<file path="src/b64_pkg.sv">
// ---------------------------------------------------------------------------
// Base64 decoder package
// Request types, the job passed between front and back, and the alphabet map.
// ---------------------------------------------------------------------------
`timescale 1ns / 1ps
`default_nettype none

package b64_pkg;

    localparam int QUEUE_DEPTH = 4;
    localparam int SEXTET_W    = 6;
    localparam int BUF_W       = 3 * SEXTET_W;
    localparam int WORD_W      = 4 * SEXTET_W;

    typedef struct packed {
        logic [7:0] in_char;
        logic       in_last;
    } enc_req_t;

    typedef struct packed {
        logic [7:0] out_byte;
        logic       byte_valid;
        logic       out_last;
    } dec_req_t;

    typedef struct packed {
        logic [WORD_W-1:0] data;
        logic [1:0]        nbytes;
        logic              last;
    } b64_job_t;

    typedef struct packed {
        logic full;
        logic empty;
    } b64_qstat_t;

    typedef struct packed {
        logic                is_alpha;
        logic [SEXTET_W-1:0] value;
    } b64_sextet_t;

    function automatic b64_sextet_t char_value(input logic [7:0] c);
        b64_sextet_t r;
        r.is_alpha = 1'b1;
        r.value    = '0;
        if (c >= 8'h41 && c <= 8'h5A) begin
            r.value = SEXTET_W'(c - 8'h41);
        end
        else if (c >= 8'h61 && c <= 8'h7A) begin
            r.value = SEXTET_W'(c - 8'h61 + 8'd26);
        end
        else if (c >= 8'h30 && c <= 8'h39) begin
            r.value = SEXTET_W'(c - 8'h30 + 8'd52);
        end
        else if (c == 8'h2B) begin
            r.value = SEXTET_W'(62);
        end
        else if (c == 8'h2F) begin
            r.value = SEXTET_W'(63);
        end
        else begin
            r.is_alpha = 1'b0;
        end
        return r;
    endfunction

    // A partial group of k sextets is left aligned; it carries k-1 bytes.
    function automatic b64_job_t partial_job(input logic [BUF_W-1:0] buf_in,
                                             input logic [1:0]       cnt,
                                             input logic             last);
        b64_job_t j;
        j.last = last;
        unique case (cnt)
            2'd2:
            begin
                j.data   = {buf_in[2*SEXTET_W-1:0], {(2*SEXTET_W){1'b0}}};
                j.nbytes = 2'd1;
            end
            2'd3:
            begin
                j.data   = {buf_in, {SEXTET_W{1'b0}}};
                j.nbytes = 2'd2;
            end
            default:
            begin
                j.data   = '0;
                j.nbytes = 2'd0;
            end
        endcase
        return j;
    endfunction

endpackage

`default_nettype wire

</file>
<file path="src/b64_front.sv">
// ---------------------------------------------------------------------------
// Base64 decoder front end
// Accepts characters, classifies them and builds a byte job when a group fills, at a stop character or at a string end.
// ---------------------------------------------------------------------------
`timescale 1ns / 1ps
`default_nettype none

module b64_front (
    input  wire logic              clk,
    input  wire logic              rst_n,
    input  wire logic              enc_valid,
    output logic                   enc_stall,
    input  wire b64_pkg::enc_req_t enc,
    input  wire b64_pkg::b64_qstat_t qstat,
    output logic                   push,
    output b64_pkg::b64_job_t      job
);

    logic [b64_pkg::BUF_W-1:0] buf_reg, buf_next;
    logic [1:0]                cnt_reg, cnt_next;
    logic                      stopped_reg, stopped_next;

    b64_pkg::b64_sextet_t      sx;
    logic [b64_pkg::BUF_W-1:0] buf_acc;
    logic                      accept, acc, full_grp, stop;

    assign enc_stall = qstat.full;
    assign accept    = enc_valid && !enc_stall;

    always_comb
    begin
        sx       = b64_pkg::char_value(enc.in_char);
        acc      = !stopped_reg && sx.is_alpha;
        stop     = !stopped_reg && !sx.is_alpha;
        full_grp = acc && (cnt_reg == 2'd3);
        buf_acc  = {buf_reg[2*b64_pkg::SEXTET_W-1:0], sx.value};

        buf_next     = buf_reg;
        cnt_next     = cnt_reg;
        stopped_next = stopped_reg;
        if (accept) begin
            if (enc.in_last || full_grp || stop) begin
                buf_next = '0;
                cnt_next = 2'd0;
            end
            else if (acc) begin
                buf_next = buf_acc;
                cnt_next = cnt_reg + 2'd1;
            end
            stopped_next = enc.in_last ? 1'b0 : (stopped_reg || stop);
        end

        priority if (full_grp) begin
            job.data   = {buf_reg, sx.value};
            job.nbytes = 2'd3;
            job.last   = enc.in_last;
        end
        else if (stop) begin
            job = b64_pkg::partial_job(buf_reg, cnt_reg, enc.in_last);
        end
        else if (acc) begin
            job = b64_pkg::partial_job(buf_acc, cnt_reg + 2'd1, enc.in_last);
            if (!enc.in_last) begin
                job.nbytes = 2'd0;
            end
        end
        else begin
            job.data   = '0;
            job.nbytes = 2'd0;
            job.last   = enc.in_last;
        end

        push = accept && ((job.nbytes != 2'd0) || enc.in_last);
    end

    always_ff @(posedge clk or negedge rst_n)
    begin
        if (!rst_n) begin
            buf_reg     <= '0;
            cnt_reg     <= 2'd0;
            stopped_reg <= 1'b0;
        end
        else begin
            buf_reg     <= buf_next;
            cnt_reg     <= cnt_next;
            stopped_reg <= stopped_next;
        end
    end

endmodule

`default_nettype wire

</file>
<file path="src/b64_queue.sv">
// ---------------------------------------------------------------------------
// Base64 decoder job queue
// Short first-in first-out buffer between the front and back ends.
// ---------------------------------------------------------------------------
`timescale 1ns / 1ps
`default_nettype none

module b64_queue #(
    parameter int DEPTH = b64_pkg::QUEUE_DEPTH
) (
    input  wire logic               clk,
    input  wire logic               rst_n,
    input  wire logic               push,
    input  wire b64_pkg::b64_job_t  wdata,
    input  wire logic               pop,
    output b64_pkg::b64_job_t       rdata,
    output b64_pkg::b64_qstat_t     qstat
);

    localparam int PTR_W = (DEPTH > 1) ? $clog2(DEPTH) : 1;
    localparam int CNT_W = $clog2(DEPTH + 1);

    b64_pkg::b64_job_t  mem [DEPTH];
    logic [PTR_W-1:0]   wptr_reg, wptr_next;
    logic [PTR_W-1:0]   rptr_reg, rptr_next;
    logic [CNT_W-1:0]   cnt_reg, cnt_next;
    logic               do_push, do_pop;

    assign qstat.full  = (cnt_reg == CNT_W'(DEPTH));
    assign qstat.empty = (cnt_reg == '0);
    assign do_push     = push && !qstat.full;
    assign do_pop      = pop && !qstat.empty;
    assign rdata       = mem[rptr_reg];

    always_comb
    begin
        wptr_next = wptr_reg;
        rptr_next = rptr_reg;
        cnt_next  = cnt_reg;
        if (do_push) begin
            wptr_next = (wptr_reg == PTR_W'(DEPTH - 1)) ? '0 : wptr_reg + PTR_W'(1);
        end
        if (do_pop) begin
            rptr_next = (rptr_reg == PTR_W'(DEPTH - 1)) ? '0 : rptr_reg + PTR_W'(1);
        end
        if (do_push && !do_pop) begin
            cnt_next = cnt_reg + CNT_W'(1);
        end
        else if (do_pop && !do_push) begin
            cnt_next = cnt_reg - CNT_W'(1);
        end
    end

    always_ff @(posedge clk)
    begin
        if (do_push) begin
            mem[wptr_reg] <= wdata;
        end
    end

    always_ff @(posedge clk or negedge rst_n)
    begin
        if (!rst_n) begin
            wptr_reg <= '0;
            rptr_reg <= '0;
            cnt_reg  <= '0;
        end
        else begin
            wptr_reg <= wptr_next;
            rptr_reg <= rptr_next;
            cnt_reg  <= cnt_next;
        end
    end

endmodule

`default_nettype wire

</file>
<file path="src/b64_back.sv">
// ---------------------------------------------------------------------------
// Base64 decoder back end
// Holds one job and hands out its bytes, one output request per cycle while dec_stall is low.
// ---------------------------------------------------------------------------
`timescale 1ns / 1ps
`default_nettype none

module b64_back (
    input  wire logic                clk,
    input  wire logic                rst_n,
    input  wire b64_pkg::b64_qstat_t qstat,
    input  wire b64_pkg::b64_job_t   qdata,
    output logic                     pop,
    output logic                     dec_valid,
    input  wire logic                dec_stall,
    output b64_pkg::dec_req_t        dec
);

    b64_pkg::b64_job_t cur_reg, cur_next;
    logic              busy_reg, busy_next;
    logic [1:0]        idx_reg, idx_next;
    logic              final_byte, taken;

    assign dec_valid = busy_reg;

    always_comb
    begin
        final_byte = (cur_reg.nbytes == 2'd0) || (idx_reg == cur_reg.nbytes - 2'd1);
        taken      = busy_reg && !dec_stall;

        dec.byte_valid = (cur_reg.nbytes != 2'd0);
        dec.out_last   = final_byte && cur_reg.last;
        unique case (idx_reg)
            2'd0:    dec.out_byte = cur_reg.data[23:16];
            2'd1:    dec.out_byte = cur_reg.data[15:8];
            default: dec.out_byte = cur_reg.data[7:0];
        endcase
        if (!dec.byte_valid) begin
            dec.out_byte = 8'h00;
        end

        pop       = !qstat.empty && (!busy_reg || (taken && final_byte));
        cur_next  = cur_reg;
        busy_next = busy_reg;
        idx_next  = idx_reg;
        if (pop) begin
            cur_next  = qdata;
            busy_next = 1'b1;
            idx_next  = 2'd0;
        end
        else if (taken) begin
            if (final_byte) begin
                busy_next = 1'b0;
            end
            else begin
                idx_next = idx_reg + 2'd1;
            end
        end
    end

    always_ff @(posedge clk)
    begin
        cur_reg <= cur_next;
    end

    always_ff @(posedge clk or negedge rst_n)
    begin
        if (!rst_n) begin
            busy_reg <= 1'b0;
            idx_reg  <= 2'd0;
        end
        else begin
            busy_reg <= busy_next;
            idx_reg  <= idx_next;
        end
    end

endmodule

`default_nettype wire

</file>
<file path="src/base64_decoder.sv">
// ---------------------------------------------------------------------------
// Base64 decoder
// Streaming decoder for the standard alphabet, one character per request.
// ---------------------------------------------------------------------------
//  Channel   Handshake              Payload
//  enc       enc_valid, enc_stall   in_char, in_last
//  dec       dec_valid, dec_stall   out_byte, byte_valid, out_last
//
//  A character is taken every cycle unless the job queue is full.
//  A character yields zero to three output requests; the back end sends one
//  per cycle while dec_stall is low, and a job passes through the queue and
//  the back end's job register before its first byte is offered. The queue
//  decouples the two sides, so output stalls reach the input only once the
//  queue fills. Reset clears the group, the stop flag and the queue.
// ---------------------------------------------------------------------------
`timescale 1ns / 1ps
`default_nettype none

module base64_decoder #(
    parameter int QUEUE_DEPTH = b64_pkg::QUEUE_DEPTH
) (
    input  wire logic              clk,
    input  wire logic              rst_n,
    input  wire logic              enc_valid,
    output logic                   enc_stall,
    input  wire b64_pkg::enc_req_t enc,
    output logic                   dec_valid,
    input  wire logic              dec_stall,
    output b64_pkg::dec_req_t      dec
);

    b64_pkg::b64_qstat_t qstat;
    b64_pkg::b64_job_t   job_in, job_out;
    logic                push, pop;

    b64_front u_front (
        .clk       (clk),
        .rst_n     (rst_n),
        .enc_valid (enc_valid),
        .enc_stall (enc_stall),
        .enc       (enc),
        .qstat     (qstat),
        .push      (push),
        .job       (job_in)
    );

    b64_queue #(
        .DEPTH (QUEUE_DEPTH)
    ) u_queue (
        .clk   (clk),
        .rst_n (rst_n),
        .push  (push),
        .wdata (job_in),
        .pop   (pop),
        .rdata (job_out),
        .qstat (qstat)
    );

    b64_back u_back (
        .clk       (clk),
        .rst_n     (rst_n),
        .qstat     (qstat),
        .qdata     (job_out),
        .pop       (pop),
        .dec_valid (dec_valid),
        .dec_stall (dec_stall),
        .dec       (dec)
    );

endmodule

`default_nettype wire

</file>
<file path="config.mk">
export PLATFORM = sky130hd
export DESIGN_NAME = base64_decoder
export DESIGN_NICKNAME = d
export VERILOG_FILES = /design/src/b64_pkg.sv /design/src/b64_front.sv /design/src/b64_queue.sv /design/src/b64_back.sv /design/src/base64_decoder.sv
export SDC_FILE = /design/constraint.sdc
export NUM_CORES = 1
export LEC_CHECK = 0
export BUFFER_PORTS_ARGS = -buffer_cell sky130_fd_sc_hd__buf_2
export CORE_MARGIN = 2
export CORE_UTILIZATION = 30
export CTS_CLUSTER_SIZE = 40
export DETAILED_ROUTE_END_ITERATION = 10
export MAX_ROUTING_LAYER = met4
export SYNTH_ARGS = -nofsm -noshare
export SYNTH_HDL_FRONTEND = slang
export SYNTH_HIERARCHICAL = 1
export SYNTH_SLANG_ARGS = --single-unit
</file>
<file path="constraint.sdc">
create_clock -name clk -period 4.3 [get_ports clk]
set_input_delay 0.43 -clock clk [delete_from_list [all_inputs] [get_ports clk]]
set_output_delay 0.43 -clock clk [all_outputs]
set_load 0.01 [all_outputs]
</file>
### Word-level counts from Yosys, hierarchy flattened

Memories as Yosys holds them, arrays and structs flattened. A register that Yosys moved wholly into a read port is not among the register bits.
Index checks and enable logic that the tools add are counted.
W data, S select, Z words.

* bits in registers: 31
* bits in writable memories: 108
* output and inout port bits: 12
* memories kept: 1

Memories
* u_queue.mem: words 4, bits a word 27, rd ports 1, clocked after Yosys merged registers in 1, write ports 1, RTL line b64_queue.sv:23 `b64_pkg::b64_job_t mem [DEPTH];`

* add/subtract/negate cells: 12
* $lt $le $gt $ge: 6
* equality and inequality tests: 12
* multiplexer cells: 35
* reductions and logical operators: 42

Operators by type and width (count)
* $pmux W26 S2: 2
* $mux W27: 3
* $mux W18: 2
* $mux W6: 5
* $eq A8 B6 Y1 const B: 2
* $ge A8 B7 Y1 const B: 2
* $le A8 B7 Y1 const B: 2
* $logic_and A1 B1 Y1: 16
* $mux W2: 8
* $pmux W8 S2: 1
* $eq A2 B2 Y1 const B: 6
* $reduce_bool A2 Y1: 6
* $sub A6 B6 Y6 const B: 2
* $mux W1: 11
* $add A2 B1 Y2 const B: 4
* $ge A8 B6 Y1 const B: 1
* $le A8 B6 Y1 const B: 1
* $logic_not A1 Y1: 8
* $mux W8: 1
* $add A6 B5 Y6 const B: 1
* $add A6 B6 Y6 const B: 1
* $logic_or A1 B1 Y1: 6
* $mux W3: 2
* $reduce_and A2 Y1: 3
* other kinds (10): 11

### Logic depth before layout (Yosys ltp)

* depth after elaboration: 19
* mapped depth: 17

### By module

Netlist, hierarchy kept.

Modules (own cells, without submodules)
* b64_queue: instances 1, cells each 178, area each 4352.9 µm², sequential area each 3418.3 µm²
* b64_front: instances 1, cells each 228, area each 1978.1 µm², sequential area each 525.5 µm²
* b64_back: instances 1, cells each 88, area each 1248.7 µm², sequential area each 885.8 µm²

### Worst setup path before layout

No wires, ideal clock.

* path type: input-to-reg
* start point: input port enc[3] (netlist name)
* end point: memory u_queue/mem[3][0] (netlist name), enable pin
* setup time: 411 ps
* arrival time: 3226 ps
* slack: 663 ps
* stages: 11
* path buffers: 1
* path through: inv_1 > ha_1 > a21o_1 > nand2_1 > o311a_4 > or2_1 > buf_6 > o21ai_1 > a22o_1 > nand2_1 > nor2_1

* longest elaborated chain between the ends: 16
* elaborated cells between the ends (all ways): 29
* those cells by class: 6 x order compare; 2 x eq/ne; 10 x mux; 11 x reduce/logical

Ends and longest elaborated chain
* from (decl): RTL line base64_decoder.sv:26 `input wire b64_pkg::enc_req_t enc,`
* parallel branches: the longest is 5 deep, another holds $ge A8 B6 Y1
* $mux W1 *: RTL line b64_pkg.sv:46 `if (c >= 8'h41 && c <= 8'h5A) begin`
* $logic_and A1 B1 Y1 or $logic_not A1 Y1 (tied branches): RTL line b64_front.sv:33, b64_front.sv:34
* $mux W27 or $logic_and A1 B1 Y1 (tied branches): RTL line b64_front.sv:61, b64_front.sv:34
* $mux W27: RTL line b64_front.sv:58 `else if (stop) begin`
* $mux W27 *: RTL line b64_front.sv:53 `priority if (full_grp) begin`
* $reduce_bool A2 Y1 *: RTL line b64_front.sv:73 `push = accept && ((job.nbytes != 2'd0) || enc.in_last);`
* $logic_or A1 B1 Y1 *: RTL line b64_front.sv:73
* $logic_and A1 B1 Y1 *: RTL line b64_front.sv:73
* named net push: RTL line base64_decoder.sv:34 `logic push, pop;`
* $logic_and A1 B1 Y1 *: RTL line b64_queue.sv:31 `assign do_push = push && !qstat.full;`
* $mux W1 *: RTL line b64_queue.sv:56 `if (do_push) begin`
* $mux W1 (not written as such) *: RTL line b64_queue.sv:57 `mem[wptr_reg] <= wdata;`
* to (decl): RTL line b64_queue.sv:23

Mark *: on every way through the listed nets, which the timed path passes.

### Worst setup path after layout

* start point: input port enc[3] (netlist name)
* end point: register u_queue.cnt_reg[2]

* longest elaborated chain between the ends: 17
* elaborated cells between the ends (all ways): 32
* those cells by class: 6 x order compare; 2 x eq/ne; 9 x mux; 15 x reduce/logical

Ends and longest elaborated chain
* parallel branches: the longest is 5 deep, another holds $ge A8 B6 Y1
* $mux W1 *: RTL line b64_pkg.sv:46
* $logic_and A1 B1 Y1 or $logic_not A1 Y1 (tied branches): RTL line b64_front.sv:33, b64_front.sv:34
* $mux W27 or $logic_and A1 B1 Y1 (tied branches): RTL line b64_front.sv:61, b64_front.sv:34
* $mux W27: RTL line b64_front.sv:58
* $mux W27 *: RTL line b64_front.sv:53
* $reduce_bool A2 Y1 *: RTL line b64_front.sv:73
* $logic_or A1 B1 Y1 *: RTL line b64_front.sv:73
* $logic_and A1 B1 Y1 *: RTL line b64_front.sv:73
* named net push: RTL line base64_decoder.sv:34
* $logic_and A1 B1 Y1 *: RTL line b64_queue.sv:31
* named net u_queue.do_push: RTL line b64_queue.sv:27 `logic do_push, do_pop;`
* $logic_not A1 Y1: RTL line b64_queue.sv:49 `else if (do_pop && !do_push) begin`
* $logic_and A1 B1 Y1: RTL line b64_queue.sv:49
* $reduce_bool A2 Y1 (no source line)
* to (signal assigned): RTL line b64_queue.sv:71 `cnt_reg <= cnt_next;`
* to (decl): RTL line b64_queue.sv:26 `logic [CNT_W-1:0] cnt_reg, cnt_next;`

Marks and branches as above.
A chain may end at the register's enable or synchronous reset.

==> flow_metrics.env <==
export IMPL_run_status="complete, no violations"
export IMPL_yosys_area_top_type="edfxtp_1"
export IMPL_antenna_found_initial=0
export IMPL_syn_area_sq_mm=0.00758
export IMPL_tritoncts="done"
export IMPL_gp_congestion=0.803
export IMPL_cp_max_fo=8
export IMPL_grt_pass1_vias=4397
export IMPL_arrival_ns=3.69
export IMPL_die_w_microns=163
export IMPL_cp_required_ns=4.64
export IMPL_drc_errors=0
export IMPL_die_height_microns=163
export IMPL_drive_gt1_frac=0.218
export IMPL_hold_viol_final=0
export IMPL_start_util=0.304
export IMPL_postSynthCellCount=494
export IMPL_grt_total_usage=0.123
export IMPL_max_freq_mhz=299
export IMPL_numPortBuffers=24
export IMPL_wl_per_cell_microns=17.6
export IMPL_synth_edf_count=135
export IMPL_grt_max_degree=32
export IMPL_setup_viol=0
export IMPL_min_path_type="primary input to async pin"
export IMPL_maxCapViolCount=0
export IMPL_p_leak_uw=0.00307
export IMPL_dr_total_vias=4315
export IMPL_cts_sinks=166
export IMPL_startpoint_type="primary input"
export IMPL_ys_flop_type="edfxtp_1"
export IMPL_n_antenna_cell=0
export IMPL_ctsHoldBuffers=0
export IMPL_tns_ns=0
export IMPL_worstPathCellList="buf_2 -> inv_1 -> ha_1 -> a21o_1 -> nand2_1 -> o311a_4 -> or2_1 -> o21ai_1 -> a22o_1 -> nor2b_4 -> ha_1 -> inv_1 -> fa_1 -> xor2_1 -> nor2_1 -> xor2_1"
export IMPL_slew_violations=0
export IMPL_synth_cell_types=66
export IMPL_yosysSeqAreaShare=0.637
export IMPL_ys_seq_elements=166
export IMPL_rsz0062_at_grt="false"
export IMPL_holdWs_ns=0.0506
export IMPL_period_minus_slack_ns=3.35
export IMPL_yosysWarnings=6
export IMPL_rrSetupSlack_ns=1.20
export IMPL_syn_to_final_growth_pct=14.3
export IMPL_htreeDepth=4
export IMPL_cts_setup_buffers=0
export IMPL_insertion_delay_ns=0.42
export IMPL_nets=562
export IMPL_first_pass_iters=6
export IMPL_core_area_sq_mm=0.0250
export IMPL_end_kind="register"
export IMPL_n_fill_cell=2382
export IMPL_dp_hpwl_microns=10200
export IMPL_ios=25
export IMPL_via_per_inst=4.98
export IMPL_clk_pin_slew_worst_paths_ns=0.06
export IMPL_slew_headroom=0.327
export IMPL_grt_overflow_total=0
export IMPL_critPathSlowestCell="o311a_4"
export IMPL_cts_buffer_depth=2
export IMPL_wl_microns=15200
export IMPL_num_rows=58
export IMPL_final_common_cell="edfxtp_1"
export IMPL_ant_nets=0
export IMPL_synth_net_count=532
export IMPL_grt_pass1_wl_microns=24300
export IMPL_critPathKind="primary input to register"
export IMPL_period_share=0.778
export IMPL_synth_area_top_cells="edfxtp_1 (53%), dfrtp_1 (10%), mux4_2 (8.0%), ha_1 (4.0%), nand2_1 (2.0%)"
export IMPL_synth_top_cell_area_share=0.535
export IMPL_seqCellArea_sq_mm=0.00483
export IMPL_avgSynthCellArea_sq_um=15.3
export IMPL_largest_reg_flops=108
export IMPL_layout_common_cells="edfxtp_1 (135), nand2_1 (40), dfrtp_1 (30), inv_1 (27), mux4_2 (27)"
export IMPL_critPathMaxStageDelay_ns=0.42
export IMPL_cts_resized=0
export IMPL_ctsRootBufferMaster="clkbuf_16"
export IMPL_ir_drop_mv=0.310
export IMPL_die_area_sq_mm=0.0266
export IMPL_ys_async_sr_fraction=0.187
export IMPL_multiInputGateArea_sq_mm=0.00252
export IMPL_first_iter_violations=302
export IMPL_fin_skew_ns=0.00880
export IMPL_power_density_mw_per_mm2=611
export IMPL_worst_pin_slew_ns=1.01
export IMPL_numCtsBuffers=17
==> routing by layer <==
| metal | track usage | share of wire |
|---|---|---|
| met2 | 0.195 | 0.49 |
| met4 | 0.0455 | 0.016 |
| met3 | 0.0211 | 0.037 |
| met1 | 0.160 | 0.46 |
| met5 | - | 0 |
==> synthesized netlist by cell type (all sizes together) (4+ instances only) <==
| cell | instances |
|---|---|
| clkbuf | 8 |
| and3 | 4 |
| o21ai | 20 |
| nand3 | 5 |
| ha | 24 |
| a221o | 9 |
| nor2 | 22 |
| mux2 | 5 |
| buf | 12 |
| xor2 | 5 |
| edfxtp | 135 |
| a22oi | 9 |
| o221ai | 7 |
| and2 | 7 |
| inv | 28 |
| mux4 | 27 |
| nor2b | 8 |
| nand2 | 40 |
| a21oi | 19 |
| a22o | 11 |
| nor3 | 7 |
| dfrtp | 31 |
| o32ai | 5 |
==> per-stage QoR <==
step | cell area (sq um) | worst slack (ns) | total power (uW) | utilization | cells
6_report | 8670 | 0.953 | 5290 | 0.347 | 867
5_1_grt | 8670 | 0.752 | 5580 | 0.347 | 867
2_1_floorplan | 7580 | 0.663 | 3330 | - | 494
4_1_cts | 8670 | 0.995 | 5360 | 0.347 | 867
3_3_place_gp | 8050 | 0.608 | 3710 | 0.322 | 835
3_5_place_dp | 8050 | 0.549 | 3770 | 0.322 | 835
==> cell families after synthesis <==
group                      Yosys count  synth area share
xor gates and xnor gates             8            0.0102
AOI/OAI and AO/OA                  104             0.111
buffers and inverters               49            0.0314
adders and majority gates           25            0.0423
DFF                                166             0.637
muxes                               33            0.0921
and+or+nand+nor                    109            0.0763
==> power breakdown <==
part	internal (uW)	leakage, uW	switching (uW)
clock	1020	0.000298	577
sequential	2120	0.00169	215
combinational	600	0.00108	759
==> path summary, 6_finish.rpt <==
check                                    start             endpoint  depth (start not counted)
setup / recovery                        enc[3]   u_queue/cnt_reg[2]                         16
hold / removal                           rst_n    u_back/idx_reg[1]                          1
setup reg to reg            u_queue/cnt_reg[0]   u_queue/cnt_reg[2]                         11
hold reg to reg            u_front/buf_reg[17]  u_front/buf_reg[17]                          1
max in group asynchronous                rst_n  u_queue/rptr_reg[0]                          1
min in group clk                     dec_stall     u_back/dec_valid                          3
==> cell type report <==
class | count | area share
flip-flops and latches | 166 | 0.557
multi-input cells | 279 | 0.291
clock buffers | 20 | 0.0504
well taps | 330 | 0.0476
clock inverters | 12 | 0.0211
repair buffers | 31 | 0.0199
inverters | 29 | 0.0126
==> critical path, delay by kind of cell <==
family	cells	cell delay (ns)
adder cells (fa/ha/maj)	3	0.85
buffers and inverters	3	0.39
AO/OA/AOI/OAI	4	0.93
AND/OR/NAND/NOR	4	0.76
XOR/XNOR	2	0.32
Power figures use the tool's default switching activity.
